## config.mk

```make
export PLATFORM = sky130hd
export DESIGN_NAME = command_byte_parser_with_payload_unit_flat
export DESIGN_NICKNAME = d
export VERILOG_FILES = /design/src/hw/rtl/cbp_pkg.sv /design/src/hw/rtl/cbp_if.sv /design/src/hw/rtl/cbp_cfg_regs.sv /design/src/hw/rtl/cbp_core.sv /design/src/hw/rtl/command_byte_parser_with_payload_unit.sv /design/src/flat_wrapper.sv
export VERILOG_INCLUDE_DIRS = /design/src /design/src/hw/rtl
export SDC_FILE = /design/constraint.sdc
export NUM_CORES = 1
export LEC_CHECK = 0
export ABC_AREA = 1
export BUFFER_PORTS_ARGS = -buffer_cell sky130_fd_sc_hd__buf_4
export CAP_MARGIN = 20
export CORE_MARGIN = 10
export CORE_UTILIZATION = 50
export DETAILED_ROUTE_END_ITERATION = 8
export PLACE_DENSITY = 0.7
export SYNTH_ARGS = -nofsm -noshare
export SYNTH_HDL_FRONTEND = slang
export SYNTH_SLANG_ARGS = --single-unit
```

## constraint.sdc

```tcl
create_clock -name clk -period 4.4 [get_ports clk]
set_input_delay 1.32 -clock clk [delete_from_list [all_inputs] [get_ports clk]]
set_output_delay 1.32 -clock clk [all_outputs]
set_load 0.01 [all_outputs]
```

## src/hw/rtl/command_byte_parser_with_payload_unit_assert.svh

```systemverilog
// ----------------------------------------------------------------------------
// Assertion macros for the command byte parser
// Two property forms, each switched off as a whole by ASSERT_OFF.
// ----------------------------------------------------------------------------
`ifndef COMMAND_BYTE_PARSER_WITH_PAYLOAD_UNIT_ASSERT_SVH
`define COMMAND_BYTE_PARSER_WITH_PAYLOAD_UNIT_ASSERT_SVH

`ifndef ASSERT_OFF

`define CBP_ASSERT_SAME(label, clk, rst_n, ante, cons) \
	label: assert property (@(posedge clk) disable iff (!rst_n) (ante) |-> (cons)) \
		else $error("parser assertion failed");

`define CBP_ASSERT_NEXT(label, clk, rst_n, ante, cons) \
	label: assert property (@(posedge clk) disable iff (!rst_n) (ante) |=> (cons)) \
		else $error("parser assertion failed");

`else

`define CBP_ASSERT_SAME(label, clk, rst_n, ante, cons)
`define CBP_ASSERT_NEXT(label, clk, rst_n, ante, cons)

`endif

`endif

```

## src/hw/rtl/cbp_pkg.sv

```systemverilog
// ----------------------------------------------------------------------------
// Command byte parser package
// Widths, payload layout, event and register codes, and shared structs.
// ----------------------------------------------------------------------------
package cbp_pkg;

	localparam int PAYLOAD_LEN = 18;
	localparam int STORE_LEN   = PAYLOAD_LEN - 1;
	localparam int FIELD_BYTES = 17;
	localparam int CNT_W       = 5;
	localparam int IDX_W       = (STORE_LEN > 1) ? $clog2(STORE_LEN) : 1;
	localparam int CFG_IDX_W   = 3;
	localparam int CFG_DATA_W  = 16;

	typedef enum logic [2:0] {
		EV_NONE    = 3'd0,
		EV_GET     = 3'd1,
		EV_RESET   = 3'd2,
		EV_PING    = 3'd3,
		EV_SET_OK  = 3'd4,
		EV_SET_BAD = 3'd5,
		EV_START   = 3'd6,
		EV_STOP    = 3'd7
	} event_t;

	typedef enum logic [CFG_IDX_W-1:0] {
		CFG_TIMEOUT      = 3'd0,
		CFG_CODE_GET     = 3'd1,
		CFG_CODE_RESET   = 3'd2,
		CFG_CODE_SET     = 3'd3,
		CFG_CODE_START   = 3'd4,
		CFG_CODE_STOP    = 3'd5,
		CFG_CODE_PING    = 3'd6
	} cfg_idx_t;

	typedef struct packed {
		logic [15:0] timeout_ms;
		logic [7:0]  code_get_gains;
		logic [7:0]  code_reset_integrators;
		logic [7:0]  code_set_gains;
		logic [7:0]  code_stream_start;
		logic [7:0]  code_stream_stop;
		logic [7:0]  code_ping;
	} cbp_cfg_t;

	typedef struct packed {
		event_t      event_res;
		logic        streaming_on;
		logic        receiving;
		logic [7:0]  gain_order;
		logic [31:0] kp_real_bits;
		logic [31:0] kp_imag_bits;
		logic [31:0] ki_real_bits;
		logic [31:0] ki_imag_bits;
	} cbp_res_t;

endpackage

```

## src/hw/rtl/cbp_if.sv

```systemverilog
// ----------------------------------------------------------------------------
// Command byte parser channels
// Received byte channel, result channel and register write channel.
// ----------------------------------------------------------------------------
interface cbp_in_if;
	logic        valid;
	logic        ready;
	logic [7:0]  rx_byte;
	logic [31:0] now_ms;

	modport source (output valid, output rx_byte, output now_ms, input ready);
	modport sink (input valid, input rx_byte, input now_ms, output ready);
endinterface

interface cbp_out_if;
	logic        valid;
	logic        ready;
	logic [2:0]  event_res;
	logic        streaming_on;
	logic        receiving;
	logic [7:0]  gain_order;
	logic [31:0] kp_real_bits;
	logic [31:0] kp_imag_bits;
	logic [31:0] ki_real_bits;
	logic [31:0] ki_imag_bits;

	modport source (output valid, output event_res, output streaming_on, output receiving,
		output gain_order, output kp_real_bits, output kp_imag_bits,
		output ki_real_bits, output ki_imag_bits, input ready);
	modport sink (input valid, input event_res, input streaming_on, input receiving,
		input gain_order, input kp_real_bits, input kp_imag_bits,
		input ki_real_bits, input ki_imag_bits, output ready);
endinterface

interface cbp_cfg_if;
	logic                              valid;
	logic                              ready;
	logic [cbp_pkg::CFG_IDX_W-1:0]     index;
	logic [cbp_pkg::CFG_DATA_W-1:0]    data;

	modport source (output valid, output index, output data, input ready);
	modport sink (input valid, input index, input data, output ready);
endinterface

```

## src/hw/rtl/cbp_cfg_regs.sv

```systemverilog
// ----------------------------------------------------------------------------
// Configuration registers
// Timeout and the six command codes, written one per transfer.
// ----------------------------------------------------------------------------
module cbp_cfg_regs (
	input  logic              clk,
	input  logic              arst_n,
	cbp_cfg_if.sink           cfg,
	output cbp_pkg::cbp_cfg_t regs
);
	import cbp_pkg::*;

	cbp_cfg_t regs_q;

	assign cfg.ready = 1'b1;
	assign regs      = regs_q;

	always_ff @(posedge clk or negedge arst_n) begin
		if (!arst_n) begin
			regs_q.timeout_ms             <= 16'd50;
			regs_q.code_get_gains         <= 8'd71;
			regs_q.code_reset_integrators <= 8'd82;
			regs_q.code_set_gains         <= 8'd67;
			regs_q.code_stream_start      <= 8'd83;
			regs_q.code_stream_stop       <= 8'd88;
			regs_q.code_ping              <= 8'd80;
		end else if (cfg.valid) begin
			unique case (cfg.index)
				CFG_TIMEOUT:    regs_q.timeout_ms             <= cfg.data;
				CFG_CODE_GET:   regs_q.code_get_gains         <= cfg.data[7:0];
				CFG_CODE_RESET: regs_q.code_reset_integrators <= cfg.data[7:0];
				CFG_CODE_SET:   regs_q.code_set_gains         <= cfg.data[7:0];
				CFG_CODE_START: regs_q.code_stream_start      <= cfg.data[7:0];
				CFG_CODE_STOP:  regs_q.code_stream_stop       <= cfg.data[7:0];
				CFG_CODE_PING:  regs_q.code_ping              <= cfg.data[7:0];
				default: ;
			endcase
		end
	end

endmodule

```

## src/hw/rtl/cbp_core.sv

```systemverilog
// ----------------------------------------------------------------------------
// Parser core
// Command decode, payload collection with timeout, checksum and field assembly.
// ----------------------------------------------------------------------------
module cbp_core (
	input  logic              clk,
	input  logic              arst_n,
	input  logic              step,
	input  logic [7:0]        rx_byte,
	input  logic [31:0]       now_ms,
	input  cbp_pkg::cbp_cfg_t regs,
	output cbp_pkg::cbp_res_t res
);
	import cbp_pkg::*;

	logic             collecting_q;
	logic [CNT_W-1:0] byte_count_q;
	logic [31:0]      start_time_q;
	logic [7:0]       running_sum_q;
	logic             stream_enable_q;
	logic [7:0]       store_q [STORE_LEN];

	logic             collecting_d;
	logic [CNT_W-1:0] byte_count_d;
	logic [31:0]      start_time_d;
	logic [7:0]       running_sum_d;
	logic             stream_enable_d;

	logic [31:0]      elapsed;
	logic             timed_out;
	logic             in_payload;
	logic             last_byte;
	logic             store_wr;
	logic [7:0]       pay_bytes [FIELD_BYTES];

	for (genvar g = 0; g < FIELD_BYTES; g++) begin : g_field
		if (g < STORE_LEN) begin : g_stored
			assign pay_bytes[g] = store_q[g];
		end else begin : g_absent
			assign pay_bytes[g] = 8'd0;
		end
	end

	always_comb begin
		elapsed    = now_ms - start_time_q;
		timed_out  = collecting_q && (elapsed > {16'd0, regs.timeout_ms});
		in_payload = collecting_q && !timed_out;
		last_byte  = in_payload &&
			(({1'b0, byte_count_q} + (CNT_W+1)'(1)) >= (CNT_W+1)'(PAYLOAD_LEN));
		store_wr   = in_payload && !last_byte && (32'(byte_count_q) < 32'(STORE_LEN));

		collecting_d    = collecting_q && !timed_out;
		byte_count_d    = byte_count_q;
		start_time_d    = start_time_q;
		running_sum_d   = running_sum_q;
		stream_enable_d = stream_enable_q;

		res                = '0;
		res.event_res      = EV_NONE;

		if (in_payload) begin
			if (last_byte) begin
				res.event_res      = (running_sum_q == rx_byte) ? EV_SET_OK : EV_SET_BAD;
				res.gain_order     = pay_bytes[0];
				res.kp_real_bits   = {pay_bytes[4], pay_bytes[3], pay_bytes[2], pay_bytes[1]};
				res.kp_imag_bits   = {pay_bytes[8], pay_bytes[7], pay_bytes[6], pay_bytes[5]};
				res.ki_real_bits   = {pay_bytes[12], pay_bytes[11], pay_bytes[10], pay_bytes[9]};
				res.ki_imag_bits   = {pay_bytes[16], pay_bytes[15], pay_bytes[14], pay_bytes[13]};
				collecting_d       = 1'b0;
				byte_count_d       = '0;
			end else begin
				running_sum_d = running_sum_q + rx_byte;
				byte_count_d  = byte_count_q + CNT_W'(1);
			end
		end else begin
			if (rx_byte == regs.code_get_gains) begin
				res.event_res = EV_GET;
			end else if (rx_byte == regs.code_reset_integrators) begin
				res.event_res = EV_RESET;
			end else if (rx_byte == regs.code_set_gains) begin
				collecting_d  = 1'b1;
				byte_count_d  = '0;
				running_sum_d = 8'd0;
				start_time_d  = now_ms;
			end else if (rx_byte == regs.code_stream_start) begin
				stream_enable_d = 1'b1;
				res.event_res   = EV_START;
			end else if (rx_byte == regs.code_stream_stop) begin
				stream_enable_d = 1'b0;
				res.event_res   = EV_STOP;
			end else if (rx_byte == regs.code_ping) begin
				res.event_res = EV_PING;
			end
		end

		res.streaming_on = stream_enable_d;
		res.receiving    = collecting_d;
	end

	always_ff @(posedge clk or negedge arst_n) begin
		if (!arst_n) begin
			collecting_q    <= 1'b0;
			byte_count_q    <= '0;
			start_time_q    <= '0;
			running_sum_q   <= '0;
			stream_enable_q <= 1'b0;
		end else if (step) begin
			collecting_q    <= collecting_d;
			byte_count_q    <= byte_count_d;
			start_time_q    <= start_time_d;
			running_sum_q   <= running_sum_d;
			stream_enable_q <= stream_enable_d;
		end
	end

	always_ff @(posedge clk) begin
		if (step && store_wr) begin
			store_q[byte_count_q[IDX_W-1:0]] <= rx_byte;
		end
	end

endmodule

```

## src/hw/rtl/command_byte_parser_with_payload_unit.sv

```systemverilog
// ----------------------------------------------------------------------------
// Command byte parser with gain payload
// Decodes command bytes and collects a checksummed set-gains payload.
//
//   channel   role     transfer carries
//   in_ch     sink     rx_byte, now_ms
//   out_ch    source   event_res, streaming_on, receiving, payload fields
//   cfg       sink     index, data (always ready)
//
// One byte per cycle while the result is not stalled; each byte gives one result
// after its transfer, through an input register and then a result register.
// The decode and state update sit between those two registers.
// Reset clears the parser state and loads the default command codes and timeout.
// A stalled result holds both registers; input is still taken while the
// input register is empty.
// ----------------------------------------------------------------------------
`include "command_byte_parser_with_payload_unit_assert.svh"

module command_byte_parser_with_payload_unit (
	input  logic       clk,
	input  logic       arst_n,
	cbp_in_if.sink     in_ch,
	cbp_out_if.source  out_ch,
	cbp_cfg_if.sink    cfg
);
	import cbp_pkg::*;

	logic        valid_s1;
	logic [7:0]  rx_byte_s1;
	logic [31:0] now_ms_s1;
	logic        out_valid_q;
	cbp_res_t    res_q;

	cbp_cfg_t    regs;
	cbp_res_t    res;
	logic        advance;
	logic        step;
	logic        in_fire;

	assign advance     = !out_valid_q || out_ch.ready;
	assign step        = valid_s1 && advance;
	assign in_ch.ready = !valid_s1 || advance;
	assign in_fire     = in_ch.valid && in_ch.ready;

	cbp_cfg_regs u_cfg (
		.clk    (clk),
		.arst_n (arst_n),
		.cfg    (cfg),
		.regs   (regs)
	);

	cbp_core u_core (
		.clk     (clk),
		.arst_n  (arst_n),
		.step    (step),
		.rx_byte (rx_byte_s1),
		.now_ms  (now_ms_s1),
		.regs    (regs),
		.res     (res)
	);

	always_ff @(posedge clk or negedge arst_n) begin
		if (!arst_n) begin
			valid_s1    <= 1'b0;
			out_valid_q <= 1'b0;
		end else begin
			if (in_ch.ready) begin
				valid_s1 <= in_ch.valid;
			end
			if (advance) begin
				out_valid_q <= valid_s1;
			end
		end
	end

	always_ff @(posedge clk) begin
		if (in_fire) begin
			rx_byte_s1 <= in_ch.rx_byte;
			now_ms_s1  <= in_ch.now_ms;
		end
		if (step) begin
			res_q <= res;
		end
	end

	assign out_ch.valid          = out_valid_q;
	assign out_ch.event_res      = res_q.event_res;
	assign out_ch.streaming_on   = res_q.streaming_on;
	assign out_ch.receiving      = res_q.receiving;
	assign out_ch.gain_order     = res_q.gain_order;
	assign out_ch.kp_real_bits   = res_q.kp_real_bits;
	assign out_ch.kp_imag_bits   = res_q.kp_imag_bits;
	assign out_ch.ki_real_bits   = res_q.ki_real_bits;
	assign out_ch.ki_imag_bits   = res_q.ki_imag_bits;

	`CBP_ASSERT_NEXT(a_accept_loads_s1, clk, arst_n, in_fire, valid_s1)
	`CBP_ASSERT_SAME(a_full_and_stalled_blocks, clk, arst_n,
		valid_s1 && out_valid_q && !out_ch.ready, !in_ch.ready)
	`CBP_ASSERT_SAME(a_set_ends_collection, clk, arst_n,
		out_valid_q && (res_q.event_res == EV_SET_OK || res_q.event_res == EV_SET_BAD),
		!res_q.receiving)
	`CBP_ASSERT_SAME(a_fields_zero_without_set, clk, arst_n,
		out_valid_q && res_q.event_res != EV_SET_OK && res_q.event_res != EV_SET_BAD,
		res_q.gain_order == 8'd0 && res_q.kp_real_bits == 32'd0 &&
		res_q.ki_imag_bits == 32'd0)

endmodule
```

## src/flat_wrapper.sv

```systemverilog
// flat-port wrapper written by rule: the top's interface ports become plain ports
module command_byte_parser_with_payload_unit_flat import cbp_pkg::*;
  (clk, arst_n, in_ch_valid, in_ch_rx_byte, in_ch_now_ms, in_ch_ready, out_ch_valid, out_ch_event_res, out_ch_streaming_on, out_ch_receiving, out_ch_gain_order, out_ch_kp_real_bits, out_ch_kp_imag_bits, out_ch_ki_real_bits, out_ch_ki_imag_bits, out_ch_ready, cfg_valid, cfg_index, cfg_data, cfg_ready);
  cbp_in_if in_ch_i ();
  cbp_out_if out_ch_i ();
  cbp_cfg_if cfg_i ();
  input  logic clk;
  input  logic arst_n;
  input wire logic [$bits(in_ch_i.valid)-1:0] in_ch_valid;
  input wire logic [$bits(in_ch_i.rx_byte)-1:0] in_ch_rx_byte;
  input wire logic [$bits(in_ch_i.now_ms)-1:0] in_ch_now_ms;
  output wire logic [$bits(in_ch_i.ready)-1:0] in_ch_ready;
  output wire logic [$bits(out_ch_i.valid)-1:0] out_ch_valid;
  output wire logic [$bits(out_ch_i.event_res)-1:0] out_ch_event_res;
  output wire logic [$bits(out_ch_i.streaming_on)-1:0] out_ch_streaming_on;
  output wire logic [$bits(out_ch_i.receiving)-1:0] out_ch_receiving;
  output wire logic [$bits(out_ch_i.gain_order)-1:0] out_ch_gain_order;
  output wire logic [$bits(out_ch_i.kp_real_bits)-1:0] out_ch_kp_real_bits;
  output wire logic [$bits(out_ch_i.kp_imag_bits)-1:0] out_ch_kp_imag_bits;
  output wire logic [$bits(out_ch_i.ki_real_bits)-1:0] out_ch_ki_real_bits;
  output wire logic [$bits(out_ch_i.ki_imag_bits)-1:0] out_ch_ki_imag_bits;
  input wire logic [$bits(out_ch_i.ready)-1:0] out_ch_ready;
  input wire logic [$bits(cfg_i.valid)-1:0] cfg_valid;
  input wire logic [$bits(cfg_i.index)-1:0] cfg_index;
  input wire logic [$bits(cfg_i.data)-1:0] cfg_data;
  output wire logic [$bits(cfg_i.ready)-1:0] cfg_ready;
  assign in_ch_i.valid = in_ch_valid;
  assign in_ch_i.rx_byte = in_ch_rx_byte;
  assign in_ch_i.now_ms = in_ch_now_ms;
  assign in_ch_ready = in_ch_i.ready;
  assign out_ch_valid = out_ch_i.valid;
  assign out_ch_event_res = out_ch_i.event_res;
  assign out_ch_streaming_on = out_ch_i.streaming_on;
  assign out_ch_receiving = out_ch_i.receiving;
  assign out_ch_gain_order = out_ch_i.gain_order;
  assign out_ch_kp_real_bits = out_ch_i.kp_real_bits;
  assign out_ch_kp_imag_bits = out_ch_i.kp_imag_bits;
  assign out_ch_ki_real_bits = out_ch_i.ki_real_bits;
  assign out_ch_ki_imag_bits = out_ch_i.ki_imag_bits;
  assign out_ch_i.ready = out_ch_ready;
  assign cfg_i.valid = cfg_valid;
  assign cfg_i.index = cfg_index;
  assign cfg_i.data = cfg_data;
  assign cfg_ready = cfg_i.ready;
  command_byte_parser_with_payload_unit u_core (.clk(clk), .arst_n(arst_n), .in_ch(in_ch_i), .out_ch(out_ch_i), .cfg(cfg_i));
endmodule
```

After elaboration in Yosys (flattened, before gate mapping):

Memory sizes are Yosys's and may differ from the RTL's. A register that Yosys moved wholly into a read port is not among the register bits.
Cells that the tools add are included.

* register bits: 158
* memories kept: 1
* memory bits (writable): 136

Memories
* u_core.u_core.store_q: depth 17, bits a word 8, read ports 17, clocked after memory_dff 17, write ports 1, line cbp_core.sv:21 `logic [7:0] store_q [STORE_LEN];`

* add/sub/neg operators: 4
* equality and inequality tests: 16
* reduce and logical (&&, ||, !) cells: 44
* mux-type cells: 32
* bitwise gates (word level): 3
* $lt $le $gt $ge: 3

Operators with widths (count)
* == test 8 bit: 7
* 2-to-1 mux 8 bit: 5
* greater-than comparator 32 x 16 -> 1 bit: 1
* subtractor 32 bit: 1
* 2-to-1 mux 5 bit: 5
* zero test 1 bit: 21
* 2-to-1 mux 3 bit: 7
* AND reduction 2 bit: 8
* 2-to-1 mux 1 bit: 14
* AND reduction 5 bit: 2
* == test 3 bit (second input constant): 3
* adder 8 bit: 1
* logical AND 1 bit: 8
* adder 5 x 1 -> 6 bit (second input constant): 1
* == test 3 x 2 -> 1 bit (second input constant): 2
* >= comparator 6 x 5 -> 1 bit (second input constant): 1
* != test 2 bit (second input constant): 3
* adder 5 x 1 -> 5 bit (second input constant): 1
* < comparator 5 bit (second input constant): 1
* AND reduction 4 bit: 1
* == test 3 x 1 -> 1 bit (second input constant): 1
* zero test 3 bit: 1
* inverter 1 bit: 3
* logical OR 1 bit: 2
* 2 further kinds: 2

Depth between registers and ports, before layout:

* depth after elaboration: 12
* gate-level depth with buffers: 28
* gate-level depth less buffers: 27

Modules after synthesis:

Synthesis repeated with hierarchy kept, for this count alone.

* cell total of the unflattened synthesis: 2037
* area total of the unflattened synthesis: 21025.2 µm²

Modules (own cells, without submodules)
* cbp_core: instances 1, cells an instance 1554, area each 12864.8 µm², sequential area each 5260.0 µm²
* command_byte_parser_with_payload_unit: instances 1, cells an instance 193, area each 5530.3 µm², sequential area each 5485.3 µm²
* cbp_cfg_regs: instances 1, cells an instance 290, area each 2630.0 µm², sequential area each 1629.1 µm²

Least setup slack after synthesis:

Ideal clock, no wire load.

* kind: input to register
* from: in out_ch_ready
* to: reg u_core.u_core.running_sum_q[7]
* required time: 4.286 ns
* cell stages on the path: 9
* data arrival time: 5.685 ns
* slack: -1.399 ns
* cell sequence: inv_1 nand2_1 nand2_1 clkinv_1 nand3_4 buf_6 nand3_1 nand2_1 inv_1

* longest elaborated chain between the ends: 3

RTL lines
* start, declared: line flat_wrapper.sv:22 `input wire logic [$bits(out_ch_i.ready)-1:0] out_ch_ready;`
* logical OR 1 bit: line command_byte_parser_with_payload_unit.sv:40 `assign advance = !out_valid_q || out_ch.ready;`
* logical AND 1 bit: line command_byte_parser_with_payload_unit.sv:41 `assign step = valid_s1 && advance;`
* named net u_core.step: line command_byte_parser_with_payload_unit.sv:37 `logic step;`
* AND reduction 5 bit (no source line)
* end signal, assigned: line cbp_core.sv:111 `running_sum_q <= running_sum_d;`
* end, declared: line cbp_core.sv:19 `logic [7:0] running_sum_q;`

The timed path passes the listed nets, and every way through them passes these cells.
A chain may end at the register's enable or synchronous reset.

Final worst setup path:

* from: reg u_core.now_ms_s1[2]
* to: mem u_core.u_core.store_q[15][5], enable pin

* longest elaborated chain between the ends: 12

RTL lines
* start, declared: line command_byte_parser_with_payload_unit.sv:30 `logic [31:0] now_ms_s1;`
* start signal, assigned: line command_byte_parser_with_payload_unit.sv:79 `now_ms_s1 <= in_ch.now_ms;`
* subtractor 32 bit (*): line cbp_core.sv:45 `elapsed = now_ms - start_time_q;`
* greater-than comparator 32 x 16 -> 1 bit (*): line cbp_core.sv:46 `timed_out = collecting_q && (elapsed > {16'd0, regs.timeout_ms});`
* logical AND 1 bit (*): line cbp_core.sv:46
* zero test 1 bit (*): line cbp_core.sv:47 `in_payload = collecting_q && !timed_out;`
* logical AND 1 bit (*): line cbp_core.sv:47
* logical AND 1 bit: line cbp_core.sv:48 `last_byte = in_payload &&`
* zero test 1 bit: line cbp_core.sv:50 `store_wr = in_payload && !last_byte && (32'(byte_count_q) < 32'(STORE_LEN));`
* logical AND 1 bit (*) (2 in series): line cbp_core.sv:50
* logical AND 1 bit (*): line cbp_core.sv:117 `if (step && store_wr) begin`
* 2-to-1 mux 1 bit (*): line cbp_core.sv:117
* 2-to-1 mux 1 bit (implied by the code) (*): line cbp_core.sv:118 `store_q[byte_count_q[IDX_W-1:0]] <= rx_byte;`
* end, declared: line cbp_core.sv:21

Every way passes the cells marked *; elsewhere a longest branch is shown, timed or not.

==> impl_metrics.py <==
metrics = {
    "setup_path": {
        "cp_max_fo": 8,
        "critPathMaxStageDelay_ns": 0.52,
        "cp-start-kind": "flip-flop",
        "path_common_cell": "nand2_1",
        "crit_type": "flip-flop to flip-flop",
        "cp-end-kind": "flip-flop",
        "required_ns": 4.59,
        "r2r_setup_slack_ns": 0.44,
        "cp_cell_sequence": "ha_1 -> nand2_1 -> nand2_1 -> inv_2 -> nand2_4 -> nand2_1 -> nand2_2 -> nand2_1 -> nand2_1 -> xor2_1 -> ha_1 -> a21oi_1 -> o21ai_0 -> nor2_1 -> nand2_1 -> nand2_1 -> nand2_1 -> nor2_1 -> nand2_1 -> nor2_4 -> nand2_2 -> clkinv_2 -> nand2_4 -> nor2_1",
        "cp.arrival_ns": 4.16,
        "cpMaxStageDelayCell": "nor2_1",
    },
    "synth": {
        "synth_top_family_by_area": "simple AND/OR/NAND/NOR gates",
        "yosys.area_share.simple_pct": 17.1,
        "netlist_instances": 1889,
        "synth_largest_area_cell": "edfxtp_1",
        "synth_mux_area_share_pct": 0,
        "synth_cell_types": 44,
        "synth-xor-area-share_pct": 2.57,
        "synth_compound_area_share_pct": 4.27,
        "netlist_top_cells_area": "edfxtp_1 49%, dfrtp_1 12%, nand2_1 7.7%",
        "synth_area_mm2": 0.0194,
        "synth_fa_ha_area_share_pct": 3.94,
        "ys_warn_count": 0,
        "synth_seq_cells": 430,
        "postSynthAreaPerCell_um2": 10.3,
        "synthArstFlopShare_pct": 26.3,
        "syn_nets": 2013,
        "synth.top_cell.area_share_pct": 49.0,
        "synth_ff_type": "edfxtp_1",
        "yosysSeqAreaShare_pct": 63.7,
        "synth-edff-count": 317,
    },
    "finish": {
        "diodes": 0,
        "design_area_mm2": 0.0229,
        "regArea_mm2": 0.0124,
        "multi_input_area_mm2": 0.00544,
        "drive_above_1_share_pct": 17.4,
        "fin_nets": 2254,
        "fillers": 3190,
        "syn_to_final_growth_pct": 18.1,
    },
    "pwr": {
        "switching_share_pct": 27.2,
        "power_frac_clock_pct": 33.8,
        "power.density_mw_per_mm2": 449,
        "pwr-share-seq_pct": 48.2,
        "p_leak_nw": 10.8,
        "cell_internal_pwr_mw": 7.49,
        "p_switching_mw": 2.80,
        "vdd_drop_max_uv": 327,
        "p_comb_share_pct": 18.0,
    },
    "placement": {
        "post-place-ws_ns": 0.306,
        "placed_cell_area_mm2": 0.0216,
        "numPortBuffers": 206,
        "dp.final_hpwl_mm": 30.9,
        "gp_congestion": 0.897,
    },
    "global_routing": {
        "antenna_found_initial": 0,
        "grt_overflow": 0,
        "first_global_vias": 12716,
        "grt_max_degree": 109,
        "grt_util_all_layers_pct": 18.2,
        "grt_pass1_wl_mm": 68.0,
    },
    "hold_path": {
        "hp-class": "flip-flop to flip-flop",
    },
    "clock_network": {
        "clock_path_buffers": 3,
        "post_cts_resize_count": 0,
        "cts_root_buffer": "clkbuf_16",
        "cts_made_buffers": 43,
        "ctsHoldBuffers": 0,
        "clk_latency_ns": 0.58,
        "postCtsSetupBuffers": 0,
        "h-tree-depth": 2,
        "clk_pin_slew_ns": 0.06,
        "cts.sinks": 430,
        "cts_tree": "yes",
    },
    "timing": {
        "fin_worst_skew_ns": 0.0188,
        "setup_viol": 0,
        "fmax_mhz": 252,
        "tns_ns": 0,
        "setup_ws_ns": 0.437,
        "rsz0062_at_grt": "false",
        "slew_headroom_pct": 30.0,
        "timing.final.crit_share_pct": 90.1,
        "fin_crit_ns": 3.96,
        "finalHoldViolCount": 0,
        "maxSlewViolCount": 0,
        "tightest_slew_ns": 1.05,
    },
    "route": {
        "drt_wl_total_mm": 43.2,
        "drtAntennaViolNets": 0,
        "vias_per_cell": 4.78,
        "post_drt_wl_per_cell_um": 16.1,
        "drt_iter0_drc": 703,
        "drtPass1Iterations": 5,
        "num_vias": 12799,
        "drcViolationCount": 0,
    },
    "flow_run": {
        "maxCapViolCount": 0,
    },
    "run_status": {
        "outcome": "finished, final reports clean",
    },
    "floorplan": {
        "die-area_mm2": 0.0471,
        "core_region_area_mm2": 0.0386,
        "die_x_um": 217,
        "rows": 72,
        "initial_utilization_pct": 50.4,
        "die_h_um": 217,
        "ios": 208,
    },
}
[stage by stage]
step | hold WS (ns) | power [mW] | cells | util [%]
2_1_floorplan | 0.449 | 6.20 | 1889 | -
3_3_place_gp | 0.471 | 6.87 | 2603 | 56.0
3_5_place_dp | 0.475 | 6.91 | 2603 | 56.0
4_1_cts | 0.494 | 10.4 | 2679 | 59.5
5_1_grt | 0.514 | 10.8 | 2679 | 59.5
6_report | 0.490 | 10.3 | 2679 | 59.5
[cells in the final DEF, fill, tap and decap left out, types with 6 or more instances in the layout]
master and count:
nand2_1 398, inv_1 345, edfxtp_1 317, nor2_1 262, buf_4 233, dfrtp_1 91, a21oi_1 73, o21ai_0 73
ha_1 58, nand3_1 49, clkbuf_16 44, xor2_1 32, xnor2_1 25, dfstp_2 22, nand4_1 12, clkbuf_1 11
or2_2 10, nor3_1 9, clkinv_2 8, inv_2 7, nand2_2 7, o21ai_2 7, nor4_1 6
[critical path: cells and delay by family (launching register included)]
kind / cells / cell delay, ns
AO/OA/AOI/OAI: 2 / 0.25
XOR/XNOR: 1 / 0.17
flip-flops: 1 / 0.40
AND/OR/NAND/NOR: 17 / 1.90
adder cells (fa/ha/maj): 2 / 0.67
buffers and inverters: 2 / 0.19
[area by class of cell]
| type | instances | share of cell area [%] |
|---|---|---|
| multi-input cells | 1064 | 23.7 |
| inverters | 355 | 5.84 |
| repair buffers | 236 | 7.88 |
| clock inverters | 19 | 0.731 |
| flip-flops and latches | 430 | 53.9 |
| clock buffers | 57 | 5.10 |
| well taps | 518 | 2.82 |
[state kept, by name (all words and copies together) (netlist names), 32 cells and up]
signal and count:
u_core.u_core.start_time_q 32, u_core.u_core.store_q 136, u_core.u_cfg.regs 64, u_core.out_ch.ki_real_bits 32, u_core.out_ch.ki_imag_bits 32, u_core.out_ch.kp_real_bits 32
u_core.out_ch.kp_imag_bits 32, u_core.now_ms_s1 32
[cell usage after synthesis, types with 9 or more instances]
library cell / count
edfxtp_1: 317
nand3_1: 50
or2_2: 10
o21ai_0: 73
ha_1: 58
dfrtp_1: 91
nor3_1: 9
a21oi_1: 73
nand4_1: 12
inv_1: 345
buf_6: 18
clkbuf_1: 13
dfstp_2: 22
nand2_1: 398
xnor2_1: 25
xor2_1: 32
nor2_1: 262
[power by group through the flow]
stage / Combinational [mW] / Sequential, mW / Clock [mW]
3_3_place_gp: 1.84 / 5.03 / 0
5_1_grt: 2.11 / 4.99 / 3.72
4_1_cts: 1.87 / 4.96 / 3.56
6_report: 1.85 / 4.96 / 3.48
2_1_floorplan: 1.12 / 5.08 / 0
3_5_place_dp: 1.87 / 5.04 / 0
[cell families (layout without fill, tap and decap cells)]
logic type,Yosys count,count (layout)
compound gates,158,158
other cells,1,1
xor+xnor,57,57
flops,430,430
fa+ha+maj,60,60
buf+inv,395,667
simple gates,788,788
[final timing paths]
kind / start / to / cells past startpoint
max in group asynchronous: arst_n / u_core.u_cfg.regs[38]$_DFFE_PN1P_ / 2
min in group asynchronous: arst_n / u_core.u_cfg.regs[56]$_DFFE_PN0P_ / 1
hold / removal: u_core.u_cfg.regs[55]$_DFFE_PN0P_ / u_core.u_cfg.regs[55]$_DFFE_PN0P_ / 2
setup / recovery: u_core.now_ms_s1[2]$_DFFE_PP_ / u_core.u_core.store_q[15][5]$_DFFE_PP_ / 24
setup reg to reg: u_core.now_ms_s1[2]$_DFFE_PP_ / u_core.u_core.store_q[15][5]$_DFFE_PP_ / 24
hold reg to reg: u_core.u_cfg.regs[55]$_DFFE_PN0P_ / u_core.u_cfg.regs[55]$_DFFE_PN0P_ / 2
[metal layers]
layer	vias up	global-route usage, %	part of all wire [%]
met5	-	0	0
met4	0	8.04	3.8
met3	79	3.26	5.1
met2	299	31.0	49
met1	5946	22.3	42
li1	6475	-	-
(Power assumes the default switching activity.)
